File: src/hw/rtl/lmb_pkg.sv
// shared types and constants for the level meter ballistics block
package lmb_pkg;

  localparam int LVL_W = 16;
  localparam logic signed [LVL_W-1:0] LVL_RESET = -16'sd20480;

  // register indexes, byte address is 4 * index
  localparam logic [2:0] REG_ATTACK  = 3'd0;
  localparam logic [2:0] REG_RELEASE = 3'd1;
  localparam logic [2:0] REG_HOLD    = 3'd2;
  localparam logic [2:0] REG_DECAY   = 3'd3;
  localparam logic [2:0] REG_FLOOR   = 3'd4;

  localparam logic [8:0]  ATTACK_RESET  = 9'd154;
  localparam logic [8:0]  RELEASE_RESET = 9'd20;
  localparam logic [15:0] HOLD_RESET    = 16'd60;
  localparam logic [11:0] DECAY_RESET   = 12'd21;
  localparam logic [12:0] FLOOR_RESET   = 13'd1280;

  localparam logic REQ_LEVEL = 1'b0;
  localparam logic REQ_TICK  = 1'b1;

  typedef struct packed {
    logic                    req_type;
    logic signed [LVL_W-1:0] left_in;
    logic signed [LVL_W-1:0] right_in;
  } req_t;

  typedef struct packed {
    logic signed [LVL_W-1:0] left_level;
    logic signed [LVL_W-1:0] right_level;
    logic signed [LVL_W-1:0] left_peak;
    logic signed [LVL_W-1:0] right_peak;
  } rsp_t;

endpackage

File: src/hw/rtl/level_meter_ballistics.sv
// stereo level meter ballistics: smoothing, peak hold and peak decay
//
//  port group   direction  handshake               payload
//  req          in         req_valid / req_stall   lmb_pkg::req_t
//  rsp          out        rsp_valid / rsp_stall   lmb_pkg::rsp_t
//  apb          in         psel / penable / pready paddr, pwdata, prdata
//
//  one transfer per cycle sustained while rsp is not stalled; an item reaches rsp via the result register
//  one input register, per channel multiply and saturate, one result register
//  the channel state updates as the item leaves the input register
//  a stalled rsp fills the input register, then raises req_stall
//  rst clears both stages, levels and peaks to -80 dB, hold counters to zero
module level_meter_ballistics (
  input  logic                clk,
  input  logic                rst,
  input  logic                req_valid,
  output logic                req_stall,
  input  lmb_pkg::req_t       req,
  output logic                rsp_valid,
  input  logic                rsp_stall,
  output lmb_pkg::rsp_t       rsp,
  input  logic                psel,
  input  logic                penable,
  input  logic                pwrite,
  input  logic [4:0]          paddr,
  input  logic [31:0]         pwdata,
  output logic [31:0]         prdata,
  output logic                pready
);

  typedef struct packed {
    logic signed [15:0] level;
    logic signed [15:0] peak;
    logic [15:0]        cnt;
  } chan_t;

  logic [8:0]  attack_coef;
  logic [8:0]  release_coef;
  logic [15:0] hold_ticks;
  logic [11:0] decay_per_tick;
  logic [12:0] floor_offset;

  logic          s1_valid;
  lmb_pkg::req_t s1;
  logic          adv;
  logic          cfg_wr;

  chan_t left_st, right_st;
  chan_t left_next, right_next;

  function automatic logic signed [15:0] sat16(logic signed [18:0] v);
    if (v < -19'sd32768) return -16'sd32768;
    else if (v > 19'sd32767) return 16'sd32767;
    else return v[15:0];
  endfunction

  function automatic chan_t smooth_step(logic signed [15:0] x, chan_t st, logic [8:0] atk,
                                        logic [8:0] rel, logic [15:0] hold);
    logic signed [16:0] diff;
    logic [8:0]         coef;
    logic signed [26:0] prod;
    logic signed [18:0] sum;
    chan_t              r;
    diff = {x[15], x} - {st.level[15], st.level};
    coef = (x > st.level) ? atk : rel;
    prod = $signed({1'b0, coef}) * diff;
    sum  = {{3{st.level[15]}}, st.level} + prod[26:8];
    r = st;
    r.level = sat16(sum);
    if (r.level > st.peak) begin
      r.peak = r.level;
      r.cnt  = hold;
    end
    return r;
  endfunction

  function automatic chan_t tick_step(chan_t st, logic [11:0] decay, logic [12:0] flo);
    logic signed [18:0] dec_v;
    logic signed [18:0] low_v;
    logic signed [15:0] pk;
    logic signed [15:0] lo;
    chan_t              r;
    r = st;
    dec_v = {{3{st.peak[15]}}, st.peak} - {7'd0, decay};
    low_v = {{3{st.level[15]}}, st.level} - {6'd0, flo};
    pk = sat16(dec_v);
    lo = sat16(low_v);
    if (st.cnt != 16'd0) begin
      r.cnt = st.cnt - 16'd1;
    end else begin
      r.peak = (pk < lo) ? lo : pk;
    end
    return r;
  endfunction

  // configuration port
  assign pready = 1'b1;
  assign cfg_wr = psel && penable && pwrite && pready;

  always_ff @(posedge clk) begin
    if (rst) begin
      attack_coef    <= lmb_pkg::ATTACK_RESET;
      release_coef   <= lmb_pkg::RELEASE_RESET;
      hold_ticks     <= lmb_pkg::HOLD_RESET;
      decay_per_tick <= lmb_pkg::DECAY_RESET;
      floor_offset   <= lmb_pkg::FLOOR_RESET;
    end else if (cfg_wr) begin
      case (paddr[4:2])
        lmb_pkg::REG_ATTACK:  attack_coef    <= pwdata[8:0];
        lmb_pkg::REG_RELEASE: release_coef   <= pwdata[8:0];
        lmb_pkg::REG_HOLD:    hold_ticks     <= pwdata[15:0];
        lmb_pkg::REG_DECAY:   decay_per_tick <= pwdata[11:0];
        lmb_pkg::REG_FLOOR:   floor_offset   <= pwdata[12:0];
        default: ;
      endcase
    end
  end

  always_comb begin
    case (paddr[4:2])
      lmb_pkg::REG_ATTACK:  prdata = {23'd0, attack_coef};
      lmb_pkg::REG_RELEASE: prdata = {23'd0, release_coef};
      lmb_pkg::REG_HOLD:    prdata = {16'd0, hold_ticks};
      lmb_pkg::REG_DECAY:   prdata = {20'd0, decay_per_tick};
      lmb_pkg::REG_FLOOR:   prdata = {19'd0, floor_offset};
      default:              prdata = 32'd0;
    endcase
  end

  // input register
  assign adv       = s1_valid && (!rsp_valid || !rsp_stall);
  assign req_stall = s1_valid && !adv;

  always_ff @(posedge clk) begin
    if (rst) begin
      s1_valid <= 1'b0;
    end else if (!req_stall) begin
      s1_valid <= req_valid;
    end
  end

  always_ff @(posedge clk) begin
    if (req_valid && !req_stall) begin
      s1 <= req;
    end
  end

  // per channel update
  always_comb begin
    if (s1.req_type == lmb_pkg::REQ_TICK) begin
      left_next  = tick_step(left_st, decay_per_tick, floor_offset);
      right_next = tick_step(right_st, decay_per_tick, floor_offset);
    end else begin
      left_next  = smooth_step(s1.left_in, left_st, attack_coef, release_coef, hold_ticks);
      right_next = smooth_step(s1.right_in, right_st, attack_coef, release_coef, hold_ticks);
    end
  end

  always_ff @(posedge clk) begin
    if (rst) begin
      left_st  <= '{level: lmb_pkg::LVL_RESET, peak: lmb_pkg::LVL_RESET, cnt: 16'd0};
      right_st <= '{level: lmb_pkg::LVL_RESET, peak: lmb_pkg::LVL_RESET, cnt: 16'd0};
    end else if (adv) begin
      left_st  <= left_next;
      right_st <= right_next;
    end
  end

  // result register
  always_ff @(posedge clk) begin
    if (rst) begin
      rsp_valid <= 1'b0;
    end else if (adv) begin
      rsp_valid <= 1'b1;
    end else if (!rsp_stall) begin
      rsp_valid <= 1'b0;
    end
  end

  always_ff @(posedge clk) begin
    if (adv) begin
      rsp.left_level  <= left_next.level;
      rsp.right_level <= right_next.level;
      rsp.left_peak   <= left_next.peak;
      rsp.right_peak  <= right_next.peak;
    end
  end

  a_stall_only_when_full: assert property (@(posedge clk) disable iff (rst)
    req_stall |-> s1_valid && rsp_valid && rsp_stall)
    else $error("req_stall raised with room in the pipeline");

  a_adv_gives_result: assert property (@(posedge clk) disable iff (rst)
    adv |=> rsp_valid)
    else $error("advanced item did not reach the result register");

  a_peak_above_level: assert property (@(posedge clk) disable iff (rst)
    adv && s1.req_type == lmb_pkg::REQ_LEVEL |=>
      left_st.peak >= left_st.level && right_st.peak >= right_st.level)
    else $error("peak below smoothed level after a level item");

  a_hold_freezes_peak: assert property (@(posedge clk) disable iff (rst)
    adv && s1.req_type == lmb_pkg::REQ_TICK && left_st.cnt != 16'd0 |=>
      $stable(left_st.peak))
    else $error("left peak moved while held");

  a_result_matches_state: assert property (@(posedge clk) disable iff (rst)
    adv |=> rsp.left_peak == left_st.peak && rsp.right_level == right_st.level)
    else $error("result register out of step with channel state");

endmodule

File: config.mk
export PLATFORM = sky130hd
export DESIGN_NAME = level_meter_ballistics
export DESIGN_NICKNAME = d
export VERILOG_FILES = /design/src/hw/rtl/lmb_pkg.sv /design/src/hw/rtl/level_meter_ballistics.sv
export SDC_FILE = /design/constraint.sdc
export NUM_CORES = 2
export LEC_CHECK = 0
export ABC_AREA = 1
export ABC_CLOCK_PERIOD_IN_PS = 11800
export BUFFER_PORTS_ARGS = -buffer_cell sky130_fd_sc_hd__buf_2
export CORE_MARGIN = 1
export CORE_UTILIZATION = 58
export CTS_CLUSTER_DIAMETER = 80
export DETAILED_ROUTE_END_ITERATION = 7
export GPL_ROUTABILITY_DRIVEN = 0
export PLACE_DENSITY = 0.79
export SYNTH_ARGS = -nofsm -noshare
export SYNTH_HDL_FRONTEND = slang
export SYNTH_SLANG_ARGS = --single-unit
File: constraint.sdc
create_clock -name clk -period 11.8 [get_ports clk]
set_clock_uncertainty 0.1 [all_clocks]
set_input_delay 1.77 -clock clk [delete_from_list [all_inputs] [get_ports clk]]
set_output_delay 1.77 -clock clk [all_outputs]
set_load 0.005 [all_outputs]
==> flow_metrics.py <==
metrics = {
    "run_status": {
        "run_status": "finished, violations left",
        "failed_checks": "DRC",
    },
    "clock_tree": {
        "numClockSinks": 254,
        "clk_latency_ns": 0.58,
        "cts_htree_levels": 1,
        "ctsHoldBuffers": 0,
        "numCtsBuffers": 29,
        "cts_buffer_depth": 3,
        "ctsRootBufferMaster": "clkbuf_16",
        "cts_tree": "built",
        "clkTransAtPathRegs_ns": 0.06,
    },
    "hold_path": {
        "min_path_cells": 2,
        "hold_path_class": "register to register",
        "hold_path_end": "hold_ticks[8]",
        "hold_path.startpoint": "hold_ticks[8]",
    },
    "floorplanning": {
        "io-pin-count": 176,
        "die_w_um": 234,
        "coreArea_mm2": 0.0528,
        "die_y_um": 234,
        "start_util_pct": 59.0,
        "row_count": 84,
        "die_area_mm2": 0.0546,
    },
    "setup_path": {
        "regToRegSetupSlack_ns": 0.51,
        "cp-end-kind": "register",
        "crit_type": "register to register",
        "critPathMaxStageDelay_ns": 0.57,
        "worstSetupStartpointType": "register",
        "crit_top_cell": "nand2_1",
        "r2r_start": "left_st[46]",
        "timing.rr.end": "left_st[8]",
        "crit_arrival_ns": 11.67,
        "ff2ff_path_depth": 62,
        "required_ns": 12.18,
        "crit_fanout": 16,
        "slowest_stage": "fa_1",
    },
    "global_route": {
        "grt_pass1_wl_um": 140000,
        "antenna_found_initial": 2,
        "track_usage_pct": 32.3,
        "grt-ovfl-total": 0,
        "grt_pass1_vias": 27000,
        "grt_max_degree": 91,
    },
    "timing": {
        "hold_violations": 0,
        "slew_headroom_pct": 31.1,
        "period_needed_ns": 11.29,
        "tightest_slew_ns": 1.03,
        "final_max_slew_viol_count": 0,
        "finalSetupViolations": 0,
        "finalCritPeriodShare_pct": 95.7,
        "fmax_mhz": 88.6,
    },
    "synth": {
        "async_flop_share_pct": 0,
        "yosysTopAreaCell": "fa_1",
        "ys_types": 65,
        "yosysSeqAreaShare_pct": 19.5,
        "synth.top_cells.by_area": "fa_1, ha_1, nand2_1",
        "synth.top_cell.area_share_pct": 17.0,
        "synth-seq-cells": 254,
        "yosys_warnings": 0,
        "synthCells": 4241,
        "synth_area_per_cell_um2": 7.33,
        "synthFlopType": "dfxtp_1",
        "synth-edff-count": 97,
        "syn-cell-area_mm2": 0.0311,
    },
    "drt": {
        "ant_nets": 0,
        "first_iter_violations": 3209,
        "drc_errors": 64,
        "wl_per_cell_um": 17.5,
        "viasPerCell": 5.70,
        "first_pass_iters": 8,
        "drt_wl_total_um": 89000,
        "via_count": 29000,
    },
    "placed_design": {
        "placed_cells": 5024,
        "post-dp-hpwl_um": 70600,
        "io_buffers": 140,
    },
    "finish": {
        "drive_above_1_share_pct": 9.63,
        "synthToLayoutAreaGrowth_pct": 9.06,
        "fin_cells": 5094,
        "fin_nets": 5022,
    },
    "job": {
        "drv_cap": 0,
    },
}
==> synth_stat cells, types with 9 or more instances <==
library cell and n:
dfxtp_1 157, a211oi_1 11, nand2_2 34, a21o_1 14, o21ai_1 48, nand3_2 26
o211ai_1 10, xor2_1 111, xnor2_1 55, nand4_1 24, nor4_1 9, buf_4 19
a31oi_1 30, nor3_1 44, buf_1 12, o21bai_1 20, o21ai_0 227, o21a_1 13
buf_2 13, nand3_1 221, nand2_1 888, nor2_1 382, clkinv_1 10, ha_1 298
clkbuf_1 79, edfxtp_1 97, fa_1 264, a21oi_1 324, inv_1 694
==> placed cells by master (no fill, tap or decap), types with 49 or more instances in the layout <==
master / instances
nand2_1: 888
inv_1: 682
nor2_1: 378
a21oi_1: 321
ha_1: 291
fa_1: 263
o21ai_0: 224
nand3_1: 220
dfxtp_1: 151
buf_2: 140
xor2_1: 109
edfxtp_1: 97
buf_4: 82
xnor2_1: 55
o21ai_1: 49
==> final cells by class <==
cell class,count,area (um2)
timing repair buffer,224,1350
inverter,714,2700
clock buffer,34,744
antenna,1,2.50
tap,688,861
multi-input combinational,3159,22100
clock inverter,19,133
timing repair inverter,1,7.51
sequential,254,6070
fill,4539,18800
==> critical path: cells and delay by family (launching register included) <==
kind / cells / cell delay [ns]
fa+ha+maj: 9 / 3.88
simple gates: 29 / 3.82
buf+inv: 15 / 1.61
compound gates: 8 / 1.09
flops: 1 / 0.42
xor+xnor: 1 / 0.23
==> worst max path at each step <==
stage	startpoint	endpoint	cells after the start
6_report	left_st[46]	left_st[8]	62
5_1_grt	left_st[46]	left_st[8]	62
4_1_cts	left_st[46]	left_st[6]	62
3_5_place_dp	right_st[45]	right_st[8]	66
3_3_place_gp	right_st[45]	right_st[8]	68
2_1_floorplan	left_st[47]	left_st[14]	65
==> per-stage QoR <==
step	setup WS [ns]	util, %	instance area, um2	hold WS, ns	TNS [ns]
finish	0.510	64.3	33900	0.379	0
CTS	0.0128	63.6	33500	0.379	0
detailed placement	-0.299	61.9	32700	0.369	-1.71
floorplan	0.540	-	31200	0.344	0
global route	-0.212	64.3	33900	0.410	-3.92
global placement	-0.151	61.9	32700	0.362	-0.718
==> flip-flops by register name, summed over array words and instances, names as in the netlist <==
signal          flops
rsp                64
decay_per_tick     12
attack_coef         9
floor_offset       13
s1                 33
hold_ticks         16
rsp_valid           1
right_st           48
release_coef        9
s1_valid            1
left_st            48
==> cell families (layout without fill, tap and decap cells) <==
family | Yosys count | after routing | synth area share, %
other | 2 | 18 | 0.0241
AO/OA/AOI/OAI | 752 | 753 | 13.4
buffers and inverters | 844 | 992 | 10.7
XOR/XNOR | 169 | 169 | 4.83
flip-flops | 254 | 254 | 19.5
adder cells (fa/ha/maj) | 562 | 562 | 29.0
AND/OR/NAND/NOR | 1658 | 1658 | 22.6
==> routing by layer <==
metal  share of wire (%)  up-vias  GRT usage [%]
li1                    -    13900              -
met2                  44     1367           50.7
met5               0.010        -              0
met4                 3.5        2           10.2
met1                  42    13500           45.1
met3                 9.8      195           5.30
==> timing repair <==
item                                    4_1_cts  5_1_grt
buffers inserted                              0       14
cloned                                        0        2
endpoints found under the setup margin        7       96
resized for setup                             1       67
pin swaps                                     0       10
Power is not shown: default switching activity piles up to over one toggle a cycle in this logic, so the estimate is an artifact.
